$ cat config.mk
export PLATFORM = sky130hd
export DESIGN_NAME = tsfd_len
export DESIGN_NICKNAME = d
export VERILOG_FILES = /design/src/hdl/tsfd_pkg.sv /design/src/hdl/tsfd_div.sv /design/src/hdl/tsfd_len.sv
export SDC_FILE = /design/constraint.sdc
export NUM_CORES = 1
export LEC_CHECK = 0
export BUFFER_PORTS_ARGS = -buffer_cell sky130_fd_sc_hd__buf_2
export CAP_MARGIN = 20
export CORE_MARGIN = 2
export CORE_UTILIZATION = 45
export DETAILED_ROUTE_END_ITERATION = 10
export GPL_ROUTABILITY_DRIVEN = 0
export PLACE_DENSITY = 0.72
export SYNTH_ARGS = -nofsm -noshare
export SYNTH_HDL_FRONTEND = slang
export SYNTH_SLANG_ARGS = --single-unit
$ cat constraint.sdc
create_clock -name i_clk -period 5.1 [get_ports i_clk]
set_input_delay 0.255 -clock i_clk [delete_from_list [all_inputs] [get_ports i_clk]]
set_output_delay 0.255 -clock i_clk [all_outputs]
set_load 0.05 [all_outputs]
$ cat src/hdl/tsfd_pkg.sv
// ----------------------------------------------------------------------------
// tsfd_pkg
// Shared widths, register indexes, reset values and helpers for the
// tempo-synced stereo feedback delay.
// ----------------------------------------------------------------------------
package tsfd_pkg;

    localparam int SAMPLE_W   = 24;
    localparam int GAIN_W     = 16;
    localparam int QTR_W      = 5;
    localparam int BPM_W      = 10;
    localparam int RATE_W     = 18;
    localparam int PROD_W     = QTR_W + RATE_W;
    // quarters * rate * 15 always fits in this many bits
    localparam int NUM_W      = PROD_W + 4;
    localparam int CFG_IDX_W  = 3;
    localparam int CFG_DATA_W = 18;

    localparam int DEF_MAX_FRAMES = 131072;

    localparam logic [QTR_W-1:0]  RST_QUARTERS = QTR_W'(3);
    localparam logic [BPM_W-1:0]  RST_BPM      = BPM_W'(120);
    localparam logic [RATE_W-1:0] RST_RATE     = RATE_W'(48000);
    localparam logic [GAIN_W-1:0] RST_FEEDBACK = GAIN_W'(24576);
    localparam logic [GAIN_W-1:0] RST_DRY      = GAIN_W'(24576);
    localparam logic [GAIN_W-1:0] RST_WET      = GAIN_W'(13107);

    // Unclamped delay length of the reset configuration.
    localparam int RST_LEN_RAW = (3 * 48000 * 15) / 120;

    typedef enum logic [CFG_IDX_W-1:0] {
        REG_DELAY_QUARTERS = 3'd0,
        REG_TEMPO_BPM      = 3'd1,
        REG_SAMPLE_RATE    = 3'd2,
        REG_FEEDBACK_GAIN  = 3'd3,
        REG_DRY_GAIN       = 3'd4,
        REG_WET_GAIN       = 3'd5
    } t_cfg_reg;

    typedef struct packed {
        logic [GAIN_W-1:0] feedback;
        logic [GAIN_W-1:0] dry;
        logic [GAIN_W-1:0] wet;
    } t_gains;

    // Saturate a 27-bit signed value to the Q1.23 sample range.
    function automatic logic [SAMPLE_W-1:0] sat24(input logic signed [SAMPLE_W+2:0] v);
        logic [SAMPLE_W-1:0] res;
        if (v > (SAMPLE_W+3)'(signed'(8388607))) begin
            res = 24'h7FFFFF;
        end else if (v < -(SAMPLE_W+3)'(signed'(8388608))) begin
            res = 24'h800000;
        end else begin
            res = v[SAMPLE_W-1:0];
        end
        return res;
    endfunction

endpackage

$ cat src/hdl/tsfd_div.sv
// ----------------------------------------------------------------------------
// tsfd_div
// Restoring divider, one quotient bit per cycle, giving quotient and
// remainder.
// ----------------------------------------------------------------------------
module tsfd_div import tsfd_pkg::*; #(
    parameter int N = NUM_W,
    parameter int D = BPM_W
) (
    input  logic         i_clk,
    input  logic         i_rst_n,
    input  logic         i_start,
    input  logic [N-1:0] i_num,
    input  logic [D-1:0] i_den,
    output logic         o_done,
    output logic [N-1:0] o_quo,
    output logic [D-1:0] o_rem
);

    localparam int CW = $clog2(N);

    logic          r_busy;
    logic          r_done;
    logic [CW-1:0] r_cnt;
    logic [N-1:0]  r_quo;
    logic [D-1:0]  r_rem;
    logic [D-1:0]  r_den;
    logic [D:0]    trial;
    logic          ge;

    assign trial = {r_rem, r_quo[N-1]};
    assign ge    = trial >= {1'b0, r_den};

    always_ff @(posedge i_clk) begin
        if (!i_rst_n) begin
            r_busy <= 1'b0;
            r_done <= 1'b0;
            r_cnt  <= '0;
        end else begin
            r_done <= !i_start && r_busy && (r_cnt == CW'(N - 1));
            if (i_start) begin
                r_busy <= 1'b1;
                r_cnt  <= '0;
            end else if (r_busy) begin
                r_cnt <= r_cnt + CW'(1);
                if (r_cnt == CW'(N - 1)) begin
                    r_busy <= 1'b0;
                end
            end
        end
    end

    always_ff @(posedge i_clk) begin
        if (i_start) begin
            r_quo <= i_num;
            r_rem <= '0;
            r_den <= i_den;
        end else if (r_busy) begin
            r_quo <= {r_quo[N-2:0], ge};
            r_rem <= ge ? D'(trial - {1'b0, r_den}) : trial[D-1:0];
        end
    end

    assign o_done = r_done;
    assign o_quo  = r_quo;
    assign o_rem  = r_rem;

endmodule

$ cat src/hdl/tsfd_len.sv
// ----------------------------------------------------------------------------
// tsfd_len
// Delay length sequencer: multiplies out quarters * rate * 15, divides by
// the tempo, clamps, then reduces the write position modulo the new length.
// ----------------------------------------------------------------------------
module tsfd_len import tsfd_pkg::*; #(
    parameter int MAX_FRAMES = DEF_MAX_FRAMES
) (
    input  logic                               i_clk,
    input  logic                               i_rst_n,
    input  logic                               i_start,
    input  logic [QTR_W-1:0]                   i_quarters,
    input  logic [BPM_W-1:0]                   i_bpm,
    input  logic [RATE_W-1:0]                  i_rate,
    input  logic [$clog2(MAX_FRAMES)-1:0]      i_pos,
    output logic                               o_busy,
    output logic                               o_load,
    output logic [$clog2(MAX_FRAMES+1)-1:0]    o_len,
    output logic [$clog2(MAX_FRAMES)-1:0]      o_pos
);

    localparam int AW = $clog2(MAX_FRAMES);
    localparam int LW = $clog2(MAX_FRAMES + 1);
    localparam int DW = (BPM_W > LW) ? BPM_W : LW;

    typedef enum logic [3:0] {
        LS_IDLE = 4'b0001,
        LS_MUL  = 4'b0010,
        LS_DIV  = 4'b0100,
        LS_MOD  = 4'b1000
    } t_len_state;

    t_len_state        r_state, n_state;
    logic [PROD_W-1:0] r_prod;
    logic [LW-1:0]     r_len;
    logic              div_start, div_done;
    logic [NUM_W-1:0]  div_num, div_quo;
    logic [DW-1:0]     div_den, div_rem;
    logic [LW-1:0]     clamped;

    tsfd_div #(.N(NUM_W), .D(DW)) u_div (
        .i_clk   (i_clk),
        .i_rst_n (i_rst_n),
        .i_start (div_start),
        .i_num   (div_num),
        .i_den   (div_den),
        .o_done  (div_done),
        .o_quo   (div_quo),
        .o_rem   (div_rem)
    );

    // Zero tempo and over-long results go to the full store; zero goes to one.
    always_comb begin
        if (i_bpm == '0 || div_quo > NUM_W'(MAX_FRAMES)) begin
            clamped = LW'(MAX_FRAMES);
        end else if (div_quo == '0) begin
            clamped = LW'(1);
        end else begin
            clamped = div_quo[LW-1:0];
        end
    end

    always_comb begin
        n_state   = r_state;
        div_start = 1'b0;
        div_num   = '0;
        div_den   = '0;
        case (r_state)
            LS_IDLE: begin
                if (i_start) begin
                    n_state = LS_MUL;
                end
            end
            LS_MUL: begin
                div_start = 1'b1;
                div_num   = (NUM_W'(r_prod) << 4) - NUM_W'(r_prod);
                div_den   = DW'(i_bpm);
                n_state   = LS_DIV;
            end
            LS_DIV: begin
                if (div_done) begin
                    div_start = 1'b1;
                    div_num   = NUM_W'(i_pos);
                    div_den   = DW'(clamped);
                    n_state   = LS_MOD;
                end
            end
            LS_MOD: begin
                if (div_done) begin
                    n_state = LS_IDLE;
                end
            end
            default: begin
                n_state = LS_IDLE;
            end
        endcase
    end

    always_ff @(posedge i_clk) begin
        if (!i_rst_n) begin
            r_state <= LS_IDLE;
        end else begin
            r_state <= n_state;
        end
    end

    always_ff @(posedge i_clk) begin
        if (r_state == LS_IDLE && i_start) begin
            r_prod <= PROD_W'(i_quarters) * PROD_W'(i_rate);
        end
        if (r_state == LS_DIV && div_done) begin
            r_len <= clamped;
        end
    end

    assign o_busy = (r_state != LS_IDLE);
    assign o_load = (r_state == LS_MOD) && div_done;
    assign o_len  = r_len;
    assign o_pos  = AW'(div_rem);

endmodule

==> run summary <==
The flow ran to the end, and the final reports show no timing, DRC or antenna violations. The portion of the clock cycle consumed by the worst path in the final layout is between 70% and 80%. The total buffers and inverters traversed by the critical path came out at 2.

The global routing usage summed across all routing layers came out at 19.5%. After layout, the worst setup slack is 1.17 ns. The total inserted antenna cells came out at 0.

The total of warnings raised by yosys came out at 0. The final setup violation count is 0. The worst hold path terminates at r_state[0].

The number of global-route vias before repair came out at 7,653. The number of cells upsized or downsized after cts came out at 0. The number of DRC violations after detailed routing came out at 0. Dividing the detail-routed via count by the number of cells gives 5.55. The clock tree from TritonCTS is done. The cell-internal power is 3.00 mW. Traced cell by cell, the critical path runs through buf_2 > nand2_1 > fa_1 > fa_1 > fa_1 > inv_1 > ha_1 > a21o_1 > a21oi_1 > o21ai_0 > and4_1 > o21a_1 > or4_1 > nand3_1.

The number of library cell types mapped by synthesis came out at between 70 and 80. The number of max-cap violations is 0. The required time of the critical path is 5.39 ns. The global-route wire length before repair came out at 37,400 microns.

The slowest stage of the critical path belongs to the cell sky130_fd_sc_hd__fa_1. The worst setup path is launched from an input port. The share of total power in the clock network is 22.5%. The antenna violation net count after detailed routing came out at 0. The clock buffer count from CTS is 17. The clock tree skew after final layout came out at 0.00655 ns. From left edge to right edge, the die measures 152 microns.

IR analysis of the VDD net gives a maximum drop of 0.000257 V. On the critical path the largest part of the delay comes from adder cells. The length of the first detailed-routing pass in iterations is 6. The initial antenna violation count is 0. The total of buffers placed on input and output ports is slightly below 90. The end of the worst register-to-register path is u_div.o_rem[14]. The startpoint identified for the worst hold timing path is i_rst_n.

The routed via count came out at 7,907. The number of H-tree branching levels came out at 4. The post-synthesis instance area came out at 9900 sq um.

The combinational cell fraction of total power came out at around 50%. Summed over its instances, the top area cell type makes up approximately a quarter of the synthesized netlist area. The cell row count came out at 54. The post-synthesis net count came out at 1,247. The synthesized area divided by synthesized cell count is roughly 9.2 sq um. The max-slew violation count came to 0. The placeable core region is between 20,000 and 25,000 sq um. The y dimension of the die came out at 152 microns. The final-layout setup total negative slack is 0 ns.

The switching power came out at 2.20 mW. Post-CTS timing repair inserted 0 buffers for setup. The longest individual stage delay on the worst path is 0.55 ns. The slew at the pin with the worst max-slew slack came out at 0.934 ns. The share of the Yosys chip area taken by registers is 32.0%. The full die area came out at 23,200 sq um. The worst setup path is captured at a flip-flop. The worst setup slack before clock tree synthesis came out at slightly above 0.7 ns. The switching share of power came out at 42.3%. Setup repair after global routing left no endpoint under its margin.

The number of primary I/O pins is 90. In the synthesized netlist the async set-or-reset flop fraction comes to 0%. The final layout net count is roughly 1,300.

The largest net degree at the start of global routing came out at 40. The synthesis-to-finish area growth came out at 11.8%. The wire length per cell is approximately 16 microns. The cell count after synthesis came out at 1,074. The HPWL after detailed placement came out at 17,200 microns. Based on the critical path, the design can be clocked at up to around 250 MHz.

The worst setup path is of the input port to flip-flop kind. The headroom to the max-slew limit is around 38%. The hold-fix buffer count after cts is 0.

The clock tree buffer depth came out at 2. Clock tree synthesis selected as its root buffer the cell sky130_fd_sc_hd__clkbuf_16. The worst min-delay path class is input port to flip-flop. The routed wire length came out at 22,300 microns. The number of hold violations in the final report was 0.

The total overflow reported by the global router came out at 0. The clock edge transition at the registers on the reported setup and hold paths came out at 0.05 ns. The most used flip-flop cell after synthesis is sky130_fd_sc_hd__edfxtp_1.

The minimum setup slack among reg-to-reg paths is roughly 2.1 ns. The synthesized design spends more area on one cell type than any other, namely sky130_fd_sc_hd__edfxtp_1. The worst endpoint data arrival time is 4.21 ns. For the worst flop-to-flop path, the logic depth is 8. At the end of the flow the core is filled with cells to between 50% and 60%. The number of clock sinks seen by CTS is roughly 120. The worst hold path cell count came out at 2. Among the stages of the critical path, the cell type that occurs most often is sky130_fd_sc_hd__fa_1.

The startpoint identified for the worst register-to-register timing path is u_div.o_rem[14]. Sorting the synthesized cells by area gives the leading types as sky130_fd_sc_hd__edfxtp_1, sky130_fd_sc_hd__fa_1, sky130_fd_sc_hd__ha_1, sky130_fd_sc_hd__dfxtp_1, sky130_fd_sc_hd__and2_1. The power density over the cells is 470 nW/um^2.

The maximum fanout count along the critical path came out at 18. The starting density of the core came out at between 40% and 50%. Of the cells placed in the final design, the portion with a size suffix greater than 1 is 12.4%. Sequential cells burn a little over a quarter of the power. The later pin in the worst-skew pair is clocked with a latency of around 0.42 ns.

The first-iteration detailed-routing DRC count came out at just under 600. The overall power after layout is between 5 and 6 mW. For the finished layout, the period the worst path requires is 3.93 ns. The total leakage power came out at between 5 and 6 nW.

The synthesis-stage register bit count is 115. Yosys mapped a number of flops with a built-in enable equal to 86.
[worst register-to-register path, cell delays in order (launching register included)]
cell                        delay [ns]
sky130_fd_sc_hd__dfxtp_1          0.36
sky130_fd_sc_hd__ha_1             0.45
sky130_fd_sc_hd__and3_4           0.25
sky130_fd_sc_hd__and3b_1          0.21
sky130_fd_sc_hd__nor3_1           0.07
sky130_fd_sc_hd__a31oi_2          0.35
sky130_fd_sc_hd__nand2_1          0.47
sky130_fd_sc_hd__a2111oi_0        0.56
sky130_fd_sc_hd__a21oi_1          0.13
[area by class of cell]
type / instances / area (sq um)
fillers: 2000 / 10600
multi-input cells: 793 / 6030
flip-flops and latches: 115 / 3160
repair buffers: 95 / 531
clock buffers: 19 / 433
inverters: 110 / 413
well taps: 280 / 350
clock inverters: 12 / 140
[layer usage]
metal	share of wire, %	track usage [%]	wire, microns
met5	0	0	0
met4	1.4	6.14	310
met3	5.5	3.64	1230
met2	48	32.6	10600
met1	45	25.8	10200
[synthesized netlist by cell type, types with 13 or more instances]
cell                       count
sky130_fd_sc_hd__a21o_1       34
sky130_fd_sc_hd__a21oi_1      49
sky130_fd_sc_hd__nor3_1       24
sky130_fd_sc_hd__nand3_1      19
sky130_fd_sc_hd__clkbuf_1     33
sky130_fd_sc_hd__xor2_1       19
sky130_fd_sc_hd__dfxtp_1      29
sky130_fd_sc_hd__and2_1       77
sky130_fd_sc_hd__xnor2_1      31
sky130_fd_sc_hd__nor2_1       59
sky130_fd_sc_hd__fa_1         49
sky130_fd_sc_hd__a22oi_1      16
sky130_fd_sc_hd__edfxtp_1     86
sky130_fd_sc_hd__nand2_1      94
sky130_fd_sc_hd__and3_1       25
sky130_fd_sc_hd__buf_4        19
sky130_fd_sc_hd__ha_1         71
sky130_fd_sc_hd__o21ai_0      44
sky130_fd_sc_hd__inv_1       109
sky130_fd_sc_hd__a31oi_1      13
[worst max path at each step]
stage                             start  depth (start not counted)         end  slack (ns)
after floorplan           i_quarters[4]                         14  r_prod[20]        1.02
after global placement    i_quarters[4]                         14  r_prod[20]        0.80
after detailed placement  i_quarters[4]                         14  r_prod[20]        0.72
after CTS                 i_quarters[4]                         14  r_prod[20]        1.16
after global routing      i_quarters[4]                         14  r_prod[20]        0.97
final                     i_quarters[4]                         14  r_prod[20]        1.17
[kinds of logic (layout without fill, tap and decap cells)]
family                     count (synthesis)  after routing  share of synthesized area, %
and+or+nand+nor                          368            368                          19.6
AOI/OAI and AO/OA                        252            252                          17.6
buffers and inverters                    166            236                          7.19
adders and majority gates                120            120                          18.9
DFF                                      115            115                          32.0
xor gates and xnor gates                  50             50                          4.42
muxes                                      3              3                         0.303
[through the flow]
| step | instances | hold WS (ns) | instance area (sq um) |
|---|---|---|---|
| final | 1424 | 0.0721 | 11100 |
| after detailed placement | 1391 | 0.502 | 10400 |
| after global routing | 1424 | 0.0692 | 11100 |
| after global placement | 1391 | 0.498 | 10400 |
| after CTS | 1422 | 0.0597 | 11000 |
| after floorplan | 1074 | 0.334 | 9900 |
[state kept, by name, summed over array words and instances, names as in the netlist]
register,flops
u_div.o_quo,27
r_prod,23
o_len,18
u_div.o_rem,18
u_div.r_den,18
u_div.r_cnt,5
r_state,4
u_div.o_done,1
u_div.r_busy,1
[cells in the final DEF (no fill, tap or decap), drive strengths merged, types with 10 or more instances in the layout]
cell,netlist,final
nor4,11,11
clkbuf,33,19
nor2,59,59
nand3,20,20
a22o,11,11
xnor2,31,31
nand2b,11,11
a31oi,14,14
nand2,94,94
dfxtp,29,29
and3,26,26
edfxtp,86,86
fa,49,49
and2,77,77
a21oi,50,50
o21ai,45,45
nor2b,10,10
a22oi,16,16
ha,71,71
nor3,24,24
xor2,19,19
buf,23,95
inv,109,109
a21o,34,34
[power by group through the flow]
stage	Combinational [mW]	Clock [mW]	Sequential [mW]
2_1_floorplan	2.25	0	1.32
3_3_place_gp	2.59	0	1.37
3_5_place_dp	2.63	0	1.37
4_1_cts	2.66	1.19	1.35
5_1_grt	2.98	1.23	1.37
6_report	2.68	1.17	1.35
No activity file was read; power rests on OpenSTA's default activity.
